--- src/rtl/legjac_pkg.sv ---
// ----------------------------------------------------------------------------
// legjac_pkg
// Shared types, constants and arithmetic helpers of the leg kinematics block.
// ----------------------------------------------------------------------------
package legjac_pkg;

    // fixed-point formats
    localparam int TRIG_W = 32;   // sine / cosine, 2^-30
    localparam int CX_W   = 33;   // rotation datapath width
    localparam int Z_W    = 34;   // residual angle, 2^-30 rad

    localparam logic signed [CX_W-1:0] CORDIC_K    = 33'sd652032874;
    localparam logic signed [Z_W-1:0]  HALF_PI_Q30 = 34'sd1686629713;
    localparam logic signed [Z_W-1:0]  PI_Q30      = 34'sd3373259426;

    // Cartesian axis codes
    localparam logic [1:0] AXIS_X = 2'd0;
    localparam logic [1:0] AXIS_Y = 2'd1;
    localparam logic [1:0] AXIS_Z = 2'd2;

    typedef logic signed [TRIG_W-1:0] trig_t;

    // one item after the trig front end
    typedef struct packed {
        trig_t              s1;
        trig_t              c1;
        trig_t              s2;
        trig_t              c2;
        trig_t              s23;
        trig_t              c23;
        logic signed [15:0] abad_rate;
        logic signed [15:0] hip_rate;
        logic signed [15:0] knee_rate;
        logic               side_pos;
    } legjac_item_t;

    // link lengths as seen by the back end
    typedef struct packed {
        logic [15:0] hip_len;
        logic [15:0] knee_len;
        logic [16:0] lat_len;   // abduction length plus lateral offset
    } legjac_cfg_t;

    // one result row
    typedef struct packed {
        logic [1:0]          axis;
        logic signed [18:0]  jac_abad;
        logic signed [18:0]  jac_hip;
        logic signed [18:0]  jac_knee;
        logic signed [18:0]  foot_position;
        logic signed [23:0]  foot_velocity;
        logic                last;
    } legjac_result_t;

    // truncated atan(2^-i) in 2^-30 rad
    function automatic logic [29:0] atan_q30(input int unsigned idx);
        logic [29:0] v;
        case (idx)
            0:       v = 30'h3243F6A8;
            1:       v = 30'h1DAC6705;
            2:       v = 30'h0FADBAFC;
            3:       v = 30'h07F56EA6;
            4:       v = 30'h03FEAB76;
            5:       v = 30'h01FFD55B;
            6:       v = 30'h00FFFAAA;
            7:       v = 30'h007FFF55;
            8:       v = 30'h003FFFEA;
            9:       v = 30'h001FFFFD;
            10:      v = 30'h000FFFFF;
            11:      v = 30'h0007FFFF;
            12:      v = 30'h0003FFFF;
            13:      v = 30'h0001FFFF;
            14:      v = 30'h0000FFFF;
            15:      v = 30'h00007FFF;
            16:      v = 30'h00003FFF;
            17:      v = 30'h00001FFF;
            18:      v = 30'h00000FFF;
            19:      v = 30'h000007FF;
            20:      v = 30'h000003FF;
            21:      v = 30'h000001FF;
            22:      v = 30'h000000FF;
            23:      v = 30'h0000007F;
            default: v = '0;
        endcase
        return v;
    endfunction

    // round half up by 2^30
    function automatic logic signed [32:0] rnd30(input logic signed [64:0] p);
        logic signed [64:0] r;
        r = (p + 65'sd536870912) >>> 30;
        return r[32:0];
    endfunction

    // length sum in 2^-46 to saturated 2^-16
    function automatic logic signed [18:0] sat_len(input logic signed [53:0] acc);
        logic signed [53:0] r;
        logic signed [18:0] q;
        r = (acc + 54'sd536870912) >>> 30;
        if (r > 54'sd262143)
            q = 19'sd262143;
        else if (r < -54'sd262144)
            q = -19'sd262144;
        else
            q = r[18:0];
        return q;
    endfunction

    // velocity sum in 2^-24 to saturated 2^-12
    function automatic logic signed [23:0] sat_vel(input logic signed [36:0] acc);
        logic signed [36:0] r;
        logic signed [23:0] q;
        r = (acc + 37'sd2048) >>> 12;
        if (r > 37'sd8388607)
            q = 24'sd8388607;
        else if (r < -37'sd8388608)
            q = -24'sd8388608;
        else
            q = r[23:0];
        return q;
    endfunction

endpackage

--- src/rtl/legjac_queue.sv ---
// ----------------------------------------------------------------------------
// legjac_queue
// Short queue between front and back end with a registered head entry.
// ----------------------------------------------------------------------------
module legjac_queue #(
    parameter int QDEPTH = 9
) (
    input  logic                     clk,
    input  logic                     rst_n,
    input  logic                     push,
    input  legjac_pkg::legjac_item_t push_item,
    input  logic                     pop,
    output logic                     head_valid,
    output legjac_pkg::legjac_item_t head_item
);
    import legjac_pkg::*;

    localparam int PW = $clog2(QDEPTH);
    localparam int CW = $clog2(QDEPTH + 1);

    legjac_item_t  mem [0:QDEPTH-1];
    legjac_item_t  head_reg;
    logic          head_vld_reg;
    logic          head_vld_next;
    logic [CW-1:0] cnt_reg;
    logic [CW-1:0] cnt_next;
    logic [PW-1:0] rd_ptr_reg;
    logic [PW-1:0] wr_ptr_reg;
    logic          load;
    logic          from_mem;
    logic          bypass;
    logic          wr;

    // head refill: from storage first, else straight from the front end
    assign load          = ~head_vld_reg | pop;
    assign from_mem      = load & (cnt_reg != '0);
    assign bypass        = load & (cnt_reg == '0) & push;
    assign wr            = push & ~bypass;
    assign head_vld_next = load ? (from_mem | push) : 1'b1;
    assign cnt_next      = cnt_reg + CW'(wr) - CW'(from_mem);

    // control
    always_ff @(posedge clk or negedge rst_n)
    begin
        if (!rst_n)
        begin
            head_vld_reg <= 1'b0;
            cnt_reg      <= '0;
            rd_ptr_reg   <= '0;
            wr_ptr_reg   <= '0;
        end
        else
        begin
            head_vld_reg <= head_vld_next;
            cnt_reg      <= cnt_next;
            if (wr)
                wr_ptr_reg <= (wr_ptr_reg == PW'(QDEPTH - 1)) ? '0 : wr_ptr_reg + 1'b1;
            if (from_mem)
                rd_ptr_reg <= (rd_ptr_reg == PW'(QDEPTH - 1)) ? '0 : rd_ptr_reg + 1'b1;
        end
    end

    // storage and head data
    always_ff @(posedge clk)
    begin
        if (wr)
            mem[wr_ptr_reg] <= push_item;
        if (from_mem)
            head_reg <= mem[rd_ptr_reg];
        else if (bypass)
            head_reg <= push_item;
    end

    assign head_valid = head_vld_reg;
    assign head_item  = head_reg;

endmodule

--- config.mk ---
export PLATFORM = sky130hd
export DESIGN_NAME = legjac_queue
export DESIGN_NICKNAME = d
export VERILOG_FILES = /design/src/rtl/legjac_pkg.sv /design/src/rtl/legjac_queue.sv
export SDC_FILE = /design/constraint.sdc
export NUM_CORES = 2
export LEC_CHECK = 0
export BUFFER_PORTS_ARGS = -buffer_cell sky130_fd_sc_hd__buf_2
export CORE_UTILIZATION = 55
export DETAILED_ROUTE_END_ITERATION = 8
export GPL_TIMING_DRIVEN = 0
export PLACE_DENSITY = 0.73
export SYNTH_ARGS = -nofsm -noshare
export SYNTH_HDL_FRONTEND = slang
export SYNTH_SLANG_ARGS = --single-unit
--- constraint.sdc ---
create_clock -name clk -period 35.2 [get_ports clk]
set_clock_uncertainty 0.2 [all_clocks]
set_input_delay 1.76 -clock clk [delete_from_list [all_inputs] [get_ports clk]]
set_output_delay 1.76 -clock clk [all_outputs]
set_load 0.03 [all_outputs]
==> results.md <==
- Status: finished, final reports clean
- HP Class: reg -> reg
- Cell internal pwr: 6062 µW
- HPWL after DPL: 137.4 mm
- Switching Fraction: 0.2992
- Synthesized area: 0.09263 mm²
- Crit start category: primary input
- Max Buffers Root-to-Sink: 3
- Sink Count: 2,423
- Pins Over Slew Limit: 0
- Largest family of logic cells by synthesized area: multiplexers
- Post-synth top area share: 0.7813
- PortBufs: 486
- Synth Area in Adders: 0.001702
- CP arrival: 5.11 ns
- Leak Pwr: 0.03642 µW
- CTS root buffer: clkbuf_16
- Period utilization: 0.1345
- Core area: 0.1672 mm²
- Largest net degree at the start of global routing: 49
- Post-Route WL: 212.8 mm
- Syn-to-layout area delta: 16.71%
- Critical Path Sink Type: flip-flop
- Die H: 412.4 µm
- Final Total Pwr: 8650 µW
- Dominant cell type by area after synthesis: edfxtp_1
- Power Dens Cells: 80.01 mW/mm²
- Rel. slew slack: 0.1040
- Sum Neg Setup Slack: 0 ns
- Sequential fraction of design power: 0.427
- Layout cells sized above 1: 0.3626
- Number of global-route vias before repair: 45,640
- Final Hold Vio Count: 0
- Initial core utilization: 0.5539
- Post-Syn Nets: 4,421
- Total Nets Final: 5,395
- Top cells by area, synth: edfxtp_1 (78%), mux4_2 (12%), mux2_2 (3.0%)
- First-pass GRT wire length: 308.9 mm
- Clock network fraction of design power: 0.278
- Worst Path Required: 35.58 ns
- Setup Buffers After CTS: 0
- Worst-path clk slew: 0.06 ns
- Setup violators final: 0
- Via count: 45,550
- Fmax: 211.2 MHz
- Post-synthesis xor/xnor area fraction: 0.0001891
- Total CTS buffers: 230
- Max IR drop VDD: 0.05370 mV
- Cells after Synth: 4,164
- Average cell area after synthesis: 22.25 µm²
- Netlist cell types: 32
- Min cycle time layout: 4.735 ns
- CTS Hold Bufs: 0
- Routability cong.: 0.7375
- RSZ-0062 raised after global routing: false
- Crit Path Class: in -> reg
- # DRC: 0
- CTS H-tree depth: 4
- Worst slack at placement: 29.57 ns
- Rows: 150
- Max-cap violations: 0
- I/O pin cnt: 487
- Critical Path Fanout Max: 10
- Drt first pass iters: 5
- Yosys reg bits: 2,423
- DR WL/cell: 28.12 µm
- Die ar.: 0.1701 mm²
- CTS tree: built
- Fill cells: 10,850
- Logic pwr share: 0.295
- Yosys warns: 0
- Initial antenna violation count: 71
- ANT nets after route: 0
- Compound-gate portion of the synthesized area: 0.01379
- Die extent in x: 412.4 µm
- Worst skew pair latency: 0.87 ns
- # resized after CTS: 0
- Sequential-to-total area share from yosys stat: 0.7848
- Drt via density: 6.021
- Final WS setup: 30.47 ns
- GRT Overall Usage: 0.2522
- 1st-iter DRT viols: 4,851
- Worst Tran Pin Value: 1.344 ns
- Net Switching: 2588 µW
- Simple-Gate Fraction of Synth Area: 0.01162
- Max reg flops: 2,169
- Biggest register: mem
- Multiplexer share of the synthesized area: 0.1730
- Total grt overflow: 0
[synth_stat cells (all sizes together)]
| cell type | instances |
|---|---|
| edfxtp | 2410 |
| mux4 | 482 |
| nand2 | 248 |
| o21ai | 247 |
| mux2 | 244 |
| mux2i | 242 |
| buf | 139 |
| clkbuf | 79 |
| inv | 15 |
| dfrtp | 13 |
| ha | 11 |
| nor2 | 5 |
| a21oi | 4 |
| and3 | 4 |
| nand3 | 3 |
| nor3 | 3 |
| nor4b | 3 |
| a21o | 2 |
| a31oi | 1 |
| fa | 1 |
| nand2b | 1 |
| nor2b | 1 |
| nor3b | 1 |
| nor4 | 1 |
| or3b | 1 |
| or4b | 1 |
| xnor2 | 1 |
| xor2 | 1 |
[final timing paths]
check / endpoint / cells after the start / slack [ns] / start
worst max-delay path: mem[0][140] / 13 / 30.47 / pop
worst min-delay path: cnt_reg[0] / 1 / 0.36 / cnt_reg[0]
worst max register to register: cnt_reg[2] / 13 / 31.05 / cnt_reg[2]
worst min register to register: cnt_reg[0] / 1 / 0.36 / cnt_reg[0]
max in group asynchronous: wr_ptr_reg[0] / 1 / 33.92 / rst_n
min in group asynchronous: cnt_reg[0] / 1 / 0.58 / rst_n
[routing by layer]
metal	vias to the layer above	wire length [µm]	GRT usage
met5	-	331	0
met4	56	4580	0.06149
met3	366	18940	0.05687
met2	2026	102800	0.3997
met1	23870	86090	0.3599
li1	19230	-	-
[stage by stage]
| stage | utilization | area [µm²] | std cells | hold slack [ns] |
|---|---|---|---|---|
| after global routing | 0.6462 | 108100 | 7545 | 0.3742 |
| after global placement | 0.5850 | 97820 | 6854 | 0.3206 |
| final | 0.6465 | 108100 | 7565 | 0.3554 |
| after floorplan | - | 92630 | 4164 | 0.2943 |
| after detailed placement | 0.6019 | 100600 | 7110 | 0.3322 |
| after CTS | 0.6461 | 108000 | 7537 | 0.3607 |
[critical path, cell delays in order]
cell     delay, ns
buf_2         0.11
nor2b_1       0.36
o21ai_0       0.30
buf_2         0.28
nor4b_2       0.63
buf_4         0.31
buf_4         0.21
buf_4         0.19
buf_4         0.17
buf_4         0.20
buf_4         0.20
buf_4         0.19
buf_4         0.18
[cell usage in the layout (no fill, tap or decap), drive strengths merged, types with 2 or more instances in the layout]
cell type  netlist  routed
edfxtp        2410    2410
buf            139     881
mux4           482     482
clkbuf          79     348
nand2          248     248
o21ai          247     247
mux2           244     244
mux2i          242     242
clkinv           0     122
diode            0      28
inv             15      21
bufinv           0      17
clkinvlp         0      13
dfrtp           13      13
ha              11      11
nor2             5       5
and3             4       4
a21oi            4       4
nor4b            3       3
nand3            3       3
nor3             3       3
a21o             2       2
[area by class of cell]
class / count / area [µm²] / share of cell area
Clock buffer: 269 / 5902 / 0.05459
Tap cell: 2204 / 2758 / 0.02551
Sequential cell: 2423 / 72690 / 0.6724
Multi-Input combinational cell: 1508 / 18620 / 0.1722
Antenna cell: 28 / 70.07 / 0.0006481
Clock inverter: 158 / 1490 / 0.01378
Buffer: 218 / 1328 / 0.01228
Timing Repair Buffer: 742 / 5199 / 0.04809
Inverter: 15 / 56.30 / 0.0005208
[power by group through the flow]
stage	sequential, µW	clock, µW	combinational, µW
floorplan	4070	0	1570
global placement	4130	0	2440
detailed placement	3750	0	2580
CTS	3700	2440	2590
global route	3720	2550	2730
finish	3700	2410	2550
[logic make-up (layout without fill, tap and decap cells)]
logic type,after synthesis,after routing
and+or+nand+nor,272,272
other,0,28
xor gates and xnor gates,2,2
muxes,968,968
AOI/OAI and AO/OA,254,254
adders and majority gates,12,12
buffers and inverters,233,1402
DFF,2423,2423
No activity file was read; power rests on OpenSTA's default activity.
